===== config.mk =====
export PLATFORM = sky130hd
export DESIGN_NAME = indexed_list_engine_flat
export DESIGN_NICKNAME = d
export VERILOG_FILES = /design/src/rtl/core/ile_pkg.sv /design/src/rtl/core/ile_if.sv /design/src/rtl/core/ile_datapath.sv /design/src/rtl/core/ile_controller.sv /design/src/rtl/core/indexed_list_engine.sv /design/src/flat_wrapper.sv
export SDC_FILE = /design/constraint.sdc
export NUM_CORES = 2
export LEC_CHECK = 0
export ABC_AREA = 1
export BUFFER_PORTS_ARGS = -buffer_cell sky130_fd_sc_hd__buf_2
export CORE_ASPECT_RATIO = 1.75
export CORE_MARGIN = 5
export CORE_UTILIZATION = 28
export DETAILED_ROUTE_END_ITERATION = 8
export PLACE_DENSITY = 0.53
export SLEW_MARGIN = 20
export SYNTH_ARGS = -nofsm -noshare
export SYNTH_HDL_FRONTEND = slang
export SYNTH_SLANG_ARGS = --single-unit

===== constraint.sdc =====
create_clock -name clk -period 18.7 [get_ports clk]
set_input_delay 0.935 -clock clk [delete_from_list [all_inputs] [get_ports clk]]
set_output_delay 0.935 -clock clk [all_outputs]
set_load 0.01 [all_outputs]

===== src/rtl/core/ile_pkg.sv =====
// Shared constants, opcodes and controller/datapath command types of the indexed list engine.
package ile_pkg;

  localparam int MAX_ENTRIES_DEF = 64;
  localparam int ELEM_WIDTH_DEF  = 32;

  localparam int OPCODE_W = 4;
  localparam int POS_W    = 7;
  localparam int DATA_W   = 32;
  localparam int STATUS_W = 2;
  localparam int LEN_W    = 7;

  localparam logic [OPCODE_W-1:0] OP_APPEND   = 4'd0;
  localparam logic [OPCODE_W-1:0] OP_INSERT   = 4'd1;
  localparam logic [OPCODE_W-1:0] OP_GET      = 4'd2;
  localparam logic [OPCODE_W-1:0] OP_SET      = 4'd3;
  localparam logic [OPCODE_W-1:0] OP_REMOVE   = 4'd4;
  localparam logic [OPCODE_W-1:0] OP_POP      = 4'd5;
  localparam logic [OPCODE_W-1:0] OP_INDEX_OF = 4'd6;
  localparam logic [OPCODE_W-1:0] OP_CONTAINS = 4'd7;
  localparam logic [OPCODE_W-1:0] OP_CLEAR    = 4'd8;

  localparam logic [STATUS_W-1:0] ST_OK        = 2'd0;
  localparam logic [STATUS_W-1:0] ST_BAD_INDEX = 2'd1;
  localparam logic [STATUS_W-1:0] ST_FULL      = 2'd2;
  localparam logic [STATUS_W-1:0] ST_NULL_POP  = 2'd3;

  localparam logic [POS_W-1:0] NO_POSITION = '1;

  typedef logic [2:0] rd_sel_t;
  localparam rd_sel_t RA_ZERO     = 3'd0;
  localparam rd_sel_t RA_POS      = 3'd1;
  localparam rd_sel_t RA_POS_INC  = 3'd2;
  localparam rd_sel_t RA_CNT_DEC  = 3'd3;
  localparam rd_sel_t RA_IDX_INC  = 3'd4;
  localparam rd_sel_t RA_IDX_INC2 = 3'd5;
  localparam rd_sel_t RA_IDX_DEC2 = 3'd6;

  typedef logic [1:0] wa_sel_t;
  localparam wa_sel_t WA_IDX = 2'd0;
  localparam wa_sel_t WA_CNT = 2'd1;
  localparam wa_sel_t WA_POS = 2'd2;

  typedef logic wd_sel_t;
  localparam wd_sel_t WD_ELEM = 1'b0;
  localparam wd_sel_t WD_RDQ  = 1'b1;

  typedef logic [1:0] ix_sel_t;
  localparam ix_sel_t IX_ZERO = 2'd0;
  localparam ix_sel_t IX_CNT  = 2'd1;
  localparam ix_sel_t IX_POS  = 2'd2;

  typedef struct packed {
    logic                capture;
    logic                rd_en;
    rd_sel_t             rd_sel;
    logic                wr_en;
    wa_sel_t             wa_sel;
    wd_sel_t             wd_sel;
    logic                idx_load;
    ix_sel_t             idx_sel;
    logic                idx_inc;
    logic                idx_dec;
    logic                count_inc;
    logic                count_dec;
    logic                count_clr;
    logic                set_status;
    logic [STATUS_W-1:0] status_val;
    logic                set_rdata;
    logic                set_fpos;
    logic                set_found;
    logic                load_out;
  } cmd_t;

  typedef struct packed {
    logic [OPCODE_W-1:0] op;
    logic                full;
    logic                in_range;
    logic                pos_le;
    logic                pos_eq;
    logic                down_needed;
    logic                count_zero;
    logic                elem_zero;
    logic                rd_zero;
    logic                match;
    logic                up_last;
    logic                down_last;
    logic                search_last;
    logic                out_free;
  } sts_t;

endpackage


===== src/rtl/core/ile_if.sv =====
// Request and result channel interfaces of the indexed list engine.
interface ile_in_if;
  logic                         valid;
  logic                         ready;
  logic [ile_pkg::OPCODE_W-1:0] opcode;
  logic [ile_pkg::POS_W-1:0]    position;
  logic [ile_pkg::DATA_W-1:0]   element;

  modport source (output valid, output opcode, output position, output element, input ready);
  modport sink (input valid, input opcode, input position, input element, output ready);
endinterface

interface ile_res_if;
  logic                                valid;
  logic                                ready;
  logic [ile_pkg::STATUS_W-1:0]        status;
  logic [ile_pkg::DATA_W-1:0]          read_data;
  logic signed [ile_pkg::POS_W-1:0]    found_position;
  logic                                found;
  logic [ile_pkg::LEN_W-1:0]           length;
  logic                                empty_res;

  modport source (output valid, output status, output read_data, output found_position,
                  output found, output length, output empty_res, input ready);
  modport sink (input valid, input status, input read_data, input found_position,
                input found, input length, input empty_res, output ready);
endinterface


===== src/rtl/core/ile_datapath.sv =====
// Datapath of the indexed list engine: entry memory, count, walk index and result registers.
module ile_datapath #(
  parameter int MAX_ENTRIES = ile_pkg::MAX_ENTRIES_DEF,
  parameter int ELEM_WIDTH  = ile_pkg::ELEM_WIDTH_DEF
) (
  input  logic                         clk,
  input  logic                         rst,
  input  logic [ile_pkg::OPCODE_W-1:0] opcode,
  input  logic [ile_pkg::POS_W-1:0]    position,
  input  logic [ile_pkg::DATA_W-1:0]   element,
  input  ile_pkg::cmd_t                cmd,
  output ile_pkg::sts_t                sts,
  ile_res_if.source                    res_ch
);

  localparam int CW = $clog2(MAX_ENTRIES + 1);
  localparam int AW = $clog2(MAX_ENTRIES);
  localparam int XW = (CW > ile_pkg::POS_W) ? CW + 1 : ile_pkg::POS_W + 1;

  logic [ELEM_WIDTH-1:0]          mem [MAX_ENTRIES];
  logic [ELEM_WIDTH-1:0]          rd_q;
  logic [ile_pkg::OPCODE_W-1:0]   op_q;
  logic [ile_pkg::POS_W-1:0]      pos_q;
  logic [ELEM_WIDTH-1:0]          elem_q;
  logic [CW-1:0]                  count;
  logic [AW-1:0]                  idx;
  logic [ile_pkg::STATUS_W-1:0]   status_q;
  logic [ELEM_WIDTH-1:0]          rdata_q;
  logic [ile_pkg::POS_W-1:0]      fpos_q;
  logic                           found_q;
  logic                           out_valid;
  logic [ile_pkg::STATUS_W-1:0]   out_status;
  logic [ile_pkg::DATA_W-1:0]     out_rdata;
  logic [ile_pkg::POS_W-1:0]      out_fpos;
  logic                           out_found;
  logic [ile_pkg::LEN_W-1:0]      out_length;
  logic                           out_empty;

  logic [AW-1:0]         pos_a;
  logic [AW-1:0]         rd_addr;
  logic [AW-1:0]         wr_addr;
  logic [ELEM_WIDTH-1:0] wr_data;
  logic [XW-1:0]         cnt_x;
  logic [XW-1:0]         pos_x;
  logic [XW-1:0]         idx_x;

  assign pos_a = AW'(pos_q);
  assign cnt_x = XW'(count);
  assign pos_x = XW'(pos_q);
  assign idx_x = XW'(idx);

  always_comb begin
    case (cmd.rd_sel)
      ile_pkg::RA_ZERO:     rd_addr = '0;
      ile_pkg::RA_POS:      rd_addr = pos_a;
      ile_pkg::RA_POS_INC:  rd_addr = pos_a + AW'(1);
      ile_pkg::RA_CNT_DEC:  rd_addr = AW'(count - CW'(1));
      ile_pkg::RA_IDX_INC:  rd_addr = idx + AW'(1);
      ile_pkg::RA_IDX_INC2: rd_addr = idx + AW'(2);
      ile_pkg::RA_IDX_DEC2: rd_addr = idx - AW'(2);
      default:              rd_addr = '0;
    endcase
  end

  always_comb begin
    case (cmd.wa_sel)
      ile_pkg::WA_CNT: wr_addr = AW'(count);
      ile_pkg::WA_POS: wr_addr = pos_a;
      default:         wr_addr = idx;
    endcase
  end

  assign wr_data = (cmd.wd_sel == ile_pkg::WD_RDQ) ? rd_q : elem_q;

  always_ff @(posedge clk) begin
    if (cmd.wr_en) begin
      mem[wr_addr] <= wr_data;
    end
    if (cmd.rd_en) begin
      rd_q <= mem[rd_addr];
    end
  end

  always_ff @(posedge clk) begin
    if (cmd.capture) begin
      op_q   <= opcode;
      pos_q  <= position;
      elem_q <= ELEM_WIDTH'(element);
    end
    if (cmd.idx_load) begin
      case (cmd.idx_sel)
        ile_pkg::IX_CNT: idx <= AW'(count);
        ile_pkg::IX_POS: idx <= pos_a;
        default:         idx <= '0;
      endcase
    end else if (cmd.idx_inc) begin
      idx <= idx + AW'(1);
    end else if (cmd.idx_dec) begin
      idx <= idx - AW'(1);
    end
    if (cmd.capture) begin
      status_q <= ile_pkg::ST_OK;
      rdata_q  <= '0;
      fpos_q   <= ile_pkg::NO_POSITION;
      found_q  <= 1'b0;
    end else begin
      if (cmd.set_status) begin
        status_q <= cmd.status_val;
      end
      if (cmd.set_rdata) begin
        rdata_q <= rd_q;
      end
      if (cmd.set_fpos) begin
        fpos_q <= ile_pkg::POS_W'(idx);
      end
      if (cmd.set_found) begin
        found_q <= 1'b1;
      end
    end
    if (cmd.load_out) begin
      out_status <= status_q;
      out_rdata  <= ile_pkg::DATA_W'(rdata_q);
      out_fpos   <= fpos_q;
      out_found  <= found_q;
      out_length <= ile_pkg::LEN_W'(count);
      out_empty  <= (count == '0);
    end
  end

  always_ff @(posedge clk) begin
    if (rst) begin
      count     <= '0;
      out_valid <= 1'b0;
    end else begin
      if (cmd.count_clr) begin
        count <= '0;
      end else if (cmd.count_inc) begin
        count <= count + CW'(1);
      end else if (cmd.count_dec) begin
        count <= count - CW'(1);
      end
      if (cmd.load_out) begin
        out_valid <= 1'b1;
      end else if (res_ch.ready) begin
        out_valid <= 1'b0;
      end
    end
  end

  always_comb begin
    sts.op          = op_q;
    sts.full        = (count == CW'(MAX_ENTRIES));
    sts.in_range    = (pos_x < cnt_x);
    sts.pos_le      = (pos_x <= cnt_x);
    sts.pos_eq      = (pos_x == cnt_x);
    sts.down_needed = ((pos_x + XW'(1)) < cnt_x);
    sts.count_zero  = (count == '0);
    sts.elem_zero   = (elem_q == '0);
    sts.rd_zero     = (rd_q == '0);
    sts.match       = (rd_q == elem_q);
    sts.up_last     = (idx_x == (pos_x + XW'(1)));
    sts.down_last   = ((idx_x + XW'(2)) == cnt_x);
    sts.search_last = ((idx_x + XW'(1)) == cnt_x);
    sts.out_free    = !out_valid || res_ch.ready;
  end

  assign res_ch.valid          = out_valid;
  assign res_ch.status         = out_status;
  assign res_ch.read_data      = out_rdata;
  assign res_ch.found_position = out_fpos;
  assign res_ch.found          = out_found;
  assign res_ch.length         = out_length;
  assign res_ch.empty_res      = out_empty;

endmodule


===== src/rtl/core/ile_controller.sv =====
// Controller state machine of the indexed list engine: sequences decode, shifts and searches.
module ile_controller (
  input  logic          clk,
  input  logic          rst,
  input  logic          in_valid,
  output logic          in_ready,
  input  ile_pkg::sts_t sts,
  output ile_pkg::cmd_t cmd
);

  localparam logic [3:0] S_IDLE       = 4'd0;
  localparam logic [3:0] S_DECODE     = 4'd1;
  localparam logic [3:0] S_SHIFT_UP   = 4'd2;
  localparam logic [3:0] S_INS_FILL   = 4'd3;
  localparam logic [3:0] S_SHIFT_DOWN = 4'd4;
  localparam logic [3:0] S_POP_CHECK  = 4'd5;
  localparam logic [3:0] S_GET_WAIT   = 4'd6;
  localparam logic [3:0] S_SEARCH     = 4'd7;
  localparam logic [3:0] S_RESULT     = 4'd8;

  logic [3:0] state;
  logic [3:0] state_next;

  always_ff @(posedge clk) begin
    if (rst) begin
      state <= S_IDLE;
    end else begin
      state <= state_next;
    end
  end

  assign in_ready = (state == S_IDLE);

  always_comb begin
    cmd        = '0;
    state_next = state;
    case (state)
      S_IDLE: begin
        if (in_valid) begin
          cmd.capture = 1'b1;
          state_next  = S_DECODE;
        end
      end
      S_DECODE: begin
        state_next = S_RESULT;
        case (sts.op)
          ile_pkg::OP_APPEND: begin
            if (sts.full) begin
              cmd.set_status = 1'b1;
              cmd.status_val = ile_pkg::ST_FULL;
            end else begin
              cmd.wr_en     = 1'b1;
              cmd.wa_sel    = ile_pkg::WA_CNT;
              cmd.wd_sel    = ile_pkg::WD_ELEM;
              cmd.count_inc = 1'b1;
            end
          end
          ile_pkg::OP_INSERT: begin
            if (!sts.pos_le) begin
              cmd.set_status = 1'b1;
              cmd.status_val = ile_pkg::ST_BAD_INDEX;
            end else if (sts.full) begin
              cmd.set_status = 1'b1;
              cmd.status_val = ile_pkg::ST_FULL;
            end else if (sts.pos_eq) begin
              cmd.wr_en     = 1'b1;
              cmd.wa_sel    = ile_pkg::WA_POS;
              cmd.wd_sel    = ile_pkg::WD_ELEM;
              cmd.count_inc = 1'b1;
            end else begin
              cmd.rd_en    = 1'b1;
              cmd.rd_sel   = ile_pkg::RA_CNT_DEC;
              cmd.idx_load = 1'b1;
              cmd.idx_sel  = ile_pkg::IX_CNT;
              state_next   = S_SHIFT_UP;
            end
          end
          ile_pkg::OP_GET: begin
            if (!sts.in_range) begin
              cmd.set_status = 1'b1;
              cmd.status_val = ile_pkg::ST_BAD_INDEX;
            end else begin
              cmd.rd_en  = 1'b1;
              cmd.rd_sel = ile_pkg::RA_POS;
              state_next = S_GET_WAIT;
            end
          end
          ile_pkg::OP_SET: begin
            if (!sts.in_range) begin
              cmd.set_status = 1'b1;
              cmd.status_val = ile_pkg::ST_BAD_INDEX;
            end else begin
              cmd.wr_en  = 1'b1;
              cmd.wa_sel = ile_pkg::WA_POS;
              cmd.wd_sel = ile_pkg::WD_ELEM;
            end
          end
          ile_pkg::OP_REMOVE: begin
            if (!sts.in_range) begin
              cmd.set_status = 1'b1;
              cmd.status_val = ile_pkg::ST_BAD_INDEX;
            end else if (sts.down_needed) begin
              cmd.rd_en    = 1'b1;
              cmd.rd_sel   = ile_pkg::RA_POS_INC;
              cmd.idx_load = 1'b1;
              cmd.idx_sel  = ile_pkg::IX_POS;
              state_next   = S_SHIFT_DOWN;
            end else begin
              cmd.count_dec = 1'b1;
            end
          end
          ile_pkg::OP_POP: begin
            if (!sts.in_range) begin
              cmd.set_status = 1'b1;
              cmd.status_val = ile_pkg::ST_BAD_INDEX;
            end else begin
              cmd.rd_en  = 1'b1;
              cmd.rd_sel = ile_pkg::RA_POS;
              state_next = S_POP_CHECK;
            end
          end
          ile_pkg::OP_INDEX_OF: begin
            if (!sts.count_zero) begin
              cmd.rd_en    = 1'b1;
              cmd.rd_sel   = ile_pkg::RA_ZERO;
              cmd.idx_load = 1'b1;
              cmd.idx_sel  = ile_pkg::IX_ZERO;
              state_next   = S_SEARCH;
            end
          end
          ile_pkg::OP_CONTAINS: begin
            if (!sts.count_zero && !sts.elem_zero) begin
              cmd.rd_en    = 1'b1;
              cmd.rd_sel   = ile_pkg::RA_ZERO;
              cmd.idx_load = 1'b1;
              cmd.idx_sel  = ile_pkg::IX_ZERO;
              state_next   = S_SEARCH;
            end
          end
          ile_pkg::OP_CLEAR: begin
            cmd.count_clr = 1'b1;
          end
          default: begin
            state_next = S_RESULT;
          end
        endcase
      end
      S_SHIFT_UP: begin
        cmd.wr_en  = 1'b1;
        cmd.wa_sel = ile_pkg::WA_IDX;
        cmd.wd_sel = ile_pkg::WD_RDQ;
        if (sts.up_last) begin
          state_next = S_INS_FILL;
        end else begin
          cmd.rd_en   = 1'b1;
          cmd.rd_sel  = ile_pkg::RA_IDX_DEC2;
          cmd.idx_dec = 1'b1;
        end
      end
      S_INS_FILL: begin
        cmd.wr_en     = 1'b1;
        cmd.wa_sel    = ile_pkg::WA_POS;
        cmd.wd_sel    = ile_pkg::WD_ELEM;
        cmd.count_inc = 1'b1;
        state_next    = S_RESULT;
      end
      S_SHIFT_DOWN: begin
        cmd.wr_en  = 1'b1;
        cmd.wa_sel = ile_pkg::WA_IDX;
        cmd.wd_sel = ile_pkg::WD_RDQ;
        if (sts.down_last) begin
          cmd.count_dec = 1'b1;
          state_next    = S_RESULT;
        end else begin
          cmd.rd_en   = 1'b1;
          cmd.rd_sel  = ile_pkg::RA_IDX_INC2;
          cmd.idx_inc = 1'b1;
        end
      end
      S_POP_CHECK: begin
        if (sts.rd_zero) begin
          cmd.set_status = 1'b1;
          cmd.status_val = ile_pkg::ST_NULL_POP;
          state_next     = S_RESULT;
        end else begin
          cmd.set_rdata = 1'b1;
          if (sts.down_needed) begin
            cmd.rd_en    = 1'b1;
            cmd.rd_sel   = ile_pkg::RA_POS_INC;
            cmd.idx_load = 1'b1;
            cmd.idx_sel  = ile_pkg::IX_POS;
            state_next   = S_SHIFT_DOWN;
          end else begin
            cmd.count_dec = 1'b1;
            state_next    = S_RESULT;
          end
        end
      end
      S_GET_WAIT: begin
        cmd.set_rdata = 1'b1;
        state_next    = S_RESULT;
      end
      S_SEARCH: begin
        if (sts.match) begin
          if (sts.op == ile_pkg::OP_INDEX_OF) begin
            cmd.set_fpos = 1'b1;
          end else begin
            cmd.set_found = 1'b1;
          end
          state_next = S_RESULT;
        end else if (sts.search_last) begin
          state_next = S_RESULT;
        end else begin
          cmd.rd_en   = 1'b1;
          cmd.rd_sel  = ile_pkg::RA_IDX_INC;
          cmd.idx_inc = 1'b1;
        end
      end
      S_RESULT: begin
        if (sts.out_free) begin
          cmd.load_out = 1'b1;
          state_next   = S_IDLE;
        end
      end
      default: begin
        state_next = S_IDLE;
      end
    endcase
  end

endmodule


===== src/rtl/core/indexed_list_engine.sv =====
// Top level of the indexed list engine: controller, datapath and channel hookup.
// The engine keeps an ordered list of up to MAX_ENTRIES words in a one-read, one-write
// memory and handles one transaction at a time, returning one result transaction each.
// Append, set, clear, unused opcodes, out-of-range requests, insert at the end and remove
// of the last entry finish in the decode state; get adds one read-wait state.
// Insert and remove walk the memory one entry per cycle, shifting the entries between the
// position and the count; pop first checks the entry read for zero. Index_of and contains
// read one entry per cycle from the front and stop at the first match or the last entry.
// A result that still waits unaccepted in the output register stalls the next transaction
// in the result state. The list is empty after reset with no clearing pass; entries at or
// above the count are never read. A finished result waits in an output register, and the
// next transaction is accepted meanwhile.
module indexed_list_engine #(
  parameter int MAX_ENTRIES = ile_pkg::MAX_ENTRIES_DEF,
  parameter int ELEM_WIDTH  = ile_pkg::ELEM_WIDTH_DEF
) (
  input  logic       clk,
  input  logic       rst,
  ile_in_if.sink     in_ch,
  ile_res_if.source  res_ch
);

  ile_pkg::cmd_t cmd;
  ile_pkg::sts_t sts;
  logic          in_ready;

  assign in_ch.ready = in_ready;

  ile_controller u_ctrl (
    .clk      (clk),
    .rst      (rst),
    .in_valid (in_ch.valid),
    .in_ready (in_ready),
    .sts      (sts),
    .cmd      (cmd)
  );

  ile_datapath #(
    .MAX_ENTRIES (MAX_ENTRIES),
    .ELEM_WIDTH  (ELEM_WIDTH)
  ) u_dp (
    .clk      (clk),
    .rst      (rst),
    .opcode   (in_ch.opcode),
    .position (in_ch.position),
    .element  (in_ch.element),
    .cmd      (cmd),
    .sts      (sts),
    .res_ch   (res_ch)
  );

endmodule


===== src/flat_wrapper.sv =====
// flat-port wrapper written by rule: the top's interface ports become plain ports
module indexed_list_engine_flat 
#(
  parameter int MAX_ENTRIES = ile_pkg::MAX_ENTRIES_DEF,
  parameter int ELEM_WIDTH  = ile_pkg::ELEM_WIDTH_DEF
)
  (clk, rst, in_ch_valid, in_ch_opcode, in_ch_position, in_ch_element, in_ch_ready, res_ch_valid, res_ch_status, res_ch_read_data, res_ch_found_position, res_ch_found, res_ch_length, res_ch_empty_res, res_ch_ready);
  ile_in_if in_ch_i ();
  ile_res_if res_ch_i ();
  input  logic clk;
  input  logic rst;
  input wire logic [$bits(in_ch_i.valid)-1:0] in_ch_valid;
  input wire logic [$bits(in_ch_i.opcode)-1:0] in_ch_opcode;
  input wire logic [$bits(in_ch_i.position)-1:0] in_ch_position;
  input wire logic [$bits(in_ch_i.element)-1:0] in_ch_element;
  output wire logic [$bits(in_ch_i.ready)-1:0] in_ch_ready;
  output wire logic [$bits(res_ch_i.valid)-1:0] res_ch_valid;
  output wire logic [$bits(res_ch_i.status)-1:0] res_ch_status;
  output wire logic [$bits(res_ch_i.read_data)-1:0] res_ch_read_data;
  output wire logic [$bits(res_ch_i.found_position)-1:0] res_ch_found_position;
  output wire logic [$bits(res_ch_i.found)-1:0] res_ch_found;
  output wire logic [$bits(res_ch_i.length)-1:0] res_ch_length;
  output wire logic [$bits(res_ch_i.empty_res)-1:0] res_ch_empty_res;
  input wire logic [$bits(res_ch_i.ready)-1:0] res_ch_ready;
  assign in_ch_i.valid = in_ch_valid;
  assign in_ch_i.opcode = in_ch_opcode;
  assign in_ch_i.position = in_ch_position;
  assign in_ch_i.element = in_ch_element;
  assign in_ch_ready = in_ch_i.ready;
  assign res_ch_valid = res_ch_i.valid;
  assign res_ch_status = res_ch_i.status;
  assign res_ch_read_data = res_ch_i.read_data;
  assign res_ch_found_position = res_ch_i.found_position;
  assign res_ch_found = res_ch_i.found;
  assign res_ch_length = res_ch_i.length;
  assign res_ch_empty_res = res_ch_i.empty_res;
  assign res_ch_i.ready = res_ch_ready;
  indexed_list_engine #(.MAX_ENTRIES(MAX_ENTRIES), .ELEM_WIDTH(ELEM_WIDTH)) u_core (.clk(clk), .rst(rst), .in_ch(in_ch_i), .res_ch(res_ch_i));
endmodule

-- Word level (Yosys, flattened, before mapping)
Memories as Yosys holds them, arrays and structs flattened. A register that Yosys moved wholly into a read port is not among the register bits.
Cells that the tools add are included.
- word-level logic and storage cells: 182
- bits of input ports: 47
- memories: 1
- bits in registers: 153
- RAM bits: 2048
- output and inout bits: 52
- memories (memory ; words ; width ; rd ports ; clocked after memory_dff ; write ports ; line ; text):
    u_core.u_dp.mem ; 64 ; 32 ; 1 ; 1 ; 1 ; ile_datapath.sv:20 ; logic [ELEM_WIDTH-1:0] mem [MAX_ENTRIES];
- eq/ne operators: 37
- mux-type cells: 95
- magnitude comparators: 3
- reductions and logical operators: 19
- add/subtract/negate cells: 10
- operators with widths (operator ; count):
    $mux W4 ; 30
    $logic_not A32 Y1 ; 2
    $pmux W4 S5 ; 2
    $pmux W6 S6 ; 1
    $eq A32 B32 Y1 ; 1
    $eq A4 B3 Y1 const B ; 8
    $mux W32 ; 1
    $pmux W4 S8 ; 1
    $mux W3 ; 10
    $mux W1 ; 27
    $pmux W4 S3 ; 2
    $pmux W4 S6 ; 1
    $pmux W6 S2 ; 2
    $mux W11 ; 2
    $eq A7 B7 Y1 ; 3
    $mux W6 ; 3
    $eq A4 B2 Y1 const B ; 4
    $mux W7 ; 2
    $add A6 B1 Y6 const B ; 2
    $pmux W3 S2 ; 2
    $pmux W3 S4 ; 1
    $eq A3 B3 Y1 const B ; 3
    $pmux W3 S3 ; 1
    $add A7 B1 Y8 const B ; 1
    34 further kinds ; 52

-- Depth between registers and ports, before layout
- word-level depth: 9
- mapped depth: 30
- depth with buffers taken out: 29

-- Hierarchy
A second synthesis with hierarchy kept.
- cell total of the unflattened synthesis: 9074
- area, all modules: 99292.7 sq um
- modules (own cells, without submodules) (module ; cells each ; instances ; sequential area each (sq um) ; area each (sq um)):
    ile_datapath ; 8930 ; 1 ; 66433.7 ; 98497.0
    ile_controller ; 144 ; 1 ; 80.1 ; 795.8

-- Worst setup path after synthesis
OpenSTA, ideal clock, no wires.
- path type: input-to-reg
- from: input res_ch_ready
- to: register u_core.u_dp.out_empty (netlist: u_core.u_dp.res_ch.empty_res), enable pin
- stages: 2
- arrival time: 5.748 ns
- data required time: 18.118 ns
- slack: 12.370 ns
- buffers on the path: 0
- setup time: 0.582 ns
- cells stage by stage: nor2_1 nor4_1
- RTL lines (what ; line ; text):
    start, declared ; flat_wrapper.sv:24 ; input wire logic [$bits(res_ch_i.ready)-1:0] res_ch_ready;
    end signal, assigned ; ile_datapath.sv:126 ; out_empty <= (count == '0);
    end, declared ; ile_datapath.sv:37 ; logic out_empty;

-- Final worst setup path
- from: register u_core.u_dp.rd_q[13] (read register of u_core.u_dp.mem)
- to: register u_core.u_dp.rd_q[23] (read register of u_core.u_dp.mem), data pin
- longest elaborated chain between the ends: 5
- elaborated cells between the ends (all ways): 12
- classes of those cells: eq/ne (7); mux (4); reduce/logical (1)
- RTL lines (what ; line ; text):
    start, declared ; ile_datapath.sv:21 ; logic [ELEM_WIDTH-1:0] rd_q;
    $eq A32 B32 Y1 or $logic_not A32 Y1 (tied branches) ; ile_datapath.sv:160, ile_datapath.sv:159 ;
    $mux W4 (on tied branches) ; ile_controller.sv:204, ile_controller.sv:181 ;
    $pmux W4 S5 (*) ; ile_controller.sv:37 ; case (state)
    $eq A3 B3 Y1 (tied with other cells) ; ile_datapath.sv:53 ; case (cmd.rd_sel)
    $pmux W6 S6 ; ile_datapath.sv:53 ;
Mark *: on every way between the ends. The rest lies on a longest branch, timed or not.
A chain may end at the register's enable or synchronous reset.

==> results.toml <==
[critical_path]
crit_top_cell = "nand3_1"
crit_slowest_cell = "nor3_1"
crit_family = "simple AND/OR/NAND/NOR gates"
cp.arrival_ns = 9.14
end_kind = "flop"
critPathLaunchType = "flop"
crit_fanout = 153
worst-path-buf-inv = 4
max_stage_delay_ns = 0.94
critical_path_class = "flop to flop"
cp.required_ns = 19.28
crit_chain = "nor2_1, nand2_1, nor2_1, nand2_1, nor3_1, nor2_1, nand2_2, nand3_2, nor2_4, nand3_4, nand2_8, buf_4, buf_4, buf_12, buf_4, nand2_1, nand3_1, nand3_1, nand3_1, nand3_1, nand3_1, nand2_1"
reg2reg_slack_ns = 10.13

[global_route]
overflow = 0
grt_max_degree = 191
grt_pass1_wl_mm = 460
grtUsageTotal_pct = 16.7
grt_antenna_before_repair = 15
grt_pass1_vias = 65700

[placement]
dp_cells = 13400
place.gp.congestion = 0.912
numPortBuffers = 98
post-place-ws_ns = 10.27
post-dp-hpwl_mm = 183

[sta]
maxSlewViolCount = 0
min_period_over_period_pct = 45.8
grt_setup_unrepaired = "no"
setup_tns_ns = 0
slew-limit-headroom_pct = 19.9
finalSetupViolCount = 0
finalHoldViolations = 0
final.setup.worst_slack_ns = 10.13
skew_ns = 0.0739
tightest_slew_ns = 1.19
hold_ws_ns = 0.241
fmax_mhz = 117
period_minus_slack_ns = 8.57

[route]
ant_nets = 0
drc = 0
drt_pass1_iterations = 6
met1_length_mm = 118
dr_wl_met3_mm = 16.2
drt_iter0_drc = 6143
viasPerCell = 4.92
highest_layer = "met5"
wl_met2_mm = 168
wl_per_cell_um = 23.2
via_count = 67700
wl_mm = 319

[synth]
ys_seq_elements = 2233
seq_area_frac_synth_pct = 66.9
synth_edf_count = 2179
ys_warn_count = 0
avgSynthCellArea_um2 = 11.0
synthesis.nets = 9130
synth_area_leaders = "edfxtp_1 66%, nand3_1 10%, nand3b_1 5.8%"
synth_top_cell_by_area = "edfxtp_1"
netlist.area_leader.share_pct = 65.8
ys_types = 47
async_flop_share_pct = 0
syn_inst = 9052
syn-cell-area_um2 = 99400
synth-main-ff-cell = "edfxtp_1"

[power_and_ir_drop]
powerDensity_nw_per_um2 = 137
p_leak_nw = 41.6
irDropWorstVdd_mv = 0.127

[floorplan]
die_h_um = 798
core-area_um2 = 354000
rows = 289
initial_core_util_pct = 28.1
die_w_um = 460
io_pins = 99
die-area_um2 = 367000

[run_status]
status = "completed"

[clocking]
clkTransAtPathRegs_ns = 0.07
ctsHoldBuffers = 0
cts.path.max_buffers = 4
cts_buffers = 194
clk_latency_ns = 0.89
cts_setup_buffers = 0
cts-resized-gates = 0
cts_sinks = 2233
h-tree-depth = 4
root_buffer = "clkbuf_16"
tritoncts = "built"

[run]
maxCapViolCount = 0

[layout]
drive_above_1_share_pct = 7.34
area_growth_pct = 11.7
finalNetCount = 9035
mostFrequentLayoutCell = "edfxtp_1"
layout_common_cells = "2,179 x edfxtp_1, 2,085 x nand3_1, 1,488 x nand2_1"
finalNonFillerCells = 13800

[min_path]
worstHoldPathType = "input port to flop"
[flip-flops by register name, summed over array words and instances, names as in the netlist, 2 cells and up]
name                               count
u_core.u_dp.pos_q                      7
u_core.u_dp.res_ch.length              7
u_core.u_dp.status_q                   2
u_core.u_dp.res_ch.status              2
u_core.u_dp.op_q                       4
u_core.u_dp.rd_q                      32
u_core.u_dp.elem_q                    32
u_core.u_ctrl.state                    4
u_core.u_dp.fpos_q                     7
u_core.u_dp.idx                        6
u_core.u_dp.mem                     2048
u_core.u_dp.res_ch.found_position      7
u_core.u_dp.res_ch.read_data          32
u_core.u_dp.rdata_q                   32
u_core.u_dp.count                      7
[where the power goes]
part	internal (mW)	leakage (nW)	switching, mW
clock	2.12	2.90	1.85
sequential	6.35	20.0	0.139
combinational	1.13	18.7	3.68
total	9.60	41.6	5.67
[through the flow]
stage | cell area, um2 | power, mW | util [%]
CTS | 111000 | 15.4 | 31.4
global placement | 105000 | 11.4 | 29.7
finish | 111000 | 15.3 | 31.4
detailed placement | 105000 | 11.4 | 29.7
floorplan | 99400 | 9.53 | -
global route | 111000 | 15.9 | 31.4
[layer usage]
metal | vias to the layer above | track usage [%]
met5 | - | 0
met4 | 2 | 7.85
met3 | 696 | 1.79
met2 | 2514 | 31.3
met1 | 33800 | 18.9
li1 | 30600 | -
[cell usage after synthesis (36+ instances only)]
master,count
buf_1,36
nand3_1,2085
nand2_1,1490
buf_4,39
o21ai_0,75
nor2_1,225
dfxtp_1,54
inv_1,1367
nand3b_1,770
edfxtp_1,2179
clkbuf_1,97
buf_2,385
[final timing paths]
path / start / cells past startpoint / to
worst max-delay path: u_core.u_dp.rd_q[13]$_DFFE_PP_ / 22 / u_core.u_dp.rd_q[23]$_DFFE_PP_
worst min-delay path: in_ch_opcode[3] / 1 / u_core.u_dp.op_q[3]$_DFFE_PP_
worst max register to register: u_core.u_dp.rd_q[13]$_DFFE_PP_ / 22 / u_core.u_dp.rd_q[23]$_DFFE_PP_
worst min register to register: u_core.u_dp.rdata_q[15]$_SDFFE_PP0P_ / 0 / u_core.u_dp.res_ch.read_data[15]$_DFFE_PP_
[cell type report]
type / instances / area [um2]
Clock inverter: 96 / 777
Sequential cell: 2233 / 66500
Clock buffer: 239 / 5180
Timing Repair Buffer: 268 / 1890
Antenna cell: 1 / 2.50
Multi-Input combinational cell: 4872 / 25600
Inverter: 1388 / 5230
Fill cell: 35500 / 243000
Tap cell: 4656 / 5830
[kinds of logic (layout without fill, tap and decap cells)]
kind of cell               count (synthesis)  after routing  synth area share, %
and+or+nand+nor                         4630           4630                 23.2
muxes                                     24             24                0.272
DFF                                     2233           2233                 66.9
AOI/OAI and AO/OA                        140            140                0.808
other                                      0              1                    0
buffers and inverters                   1947           1991                 7.99
adders and majority gates                 31             31                0.398
xor gates and xnor gates                  47             47                0.414
Note: power is estimated with default switching activity, not from simulation.
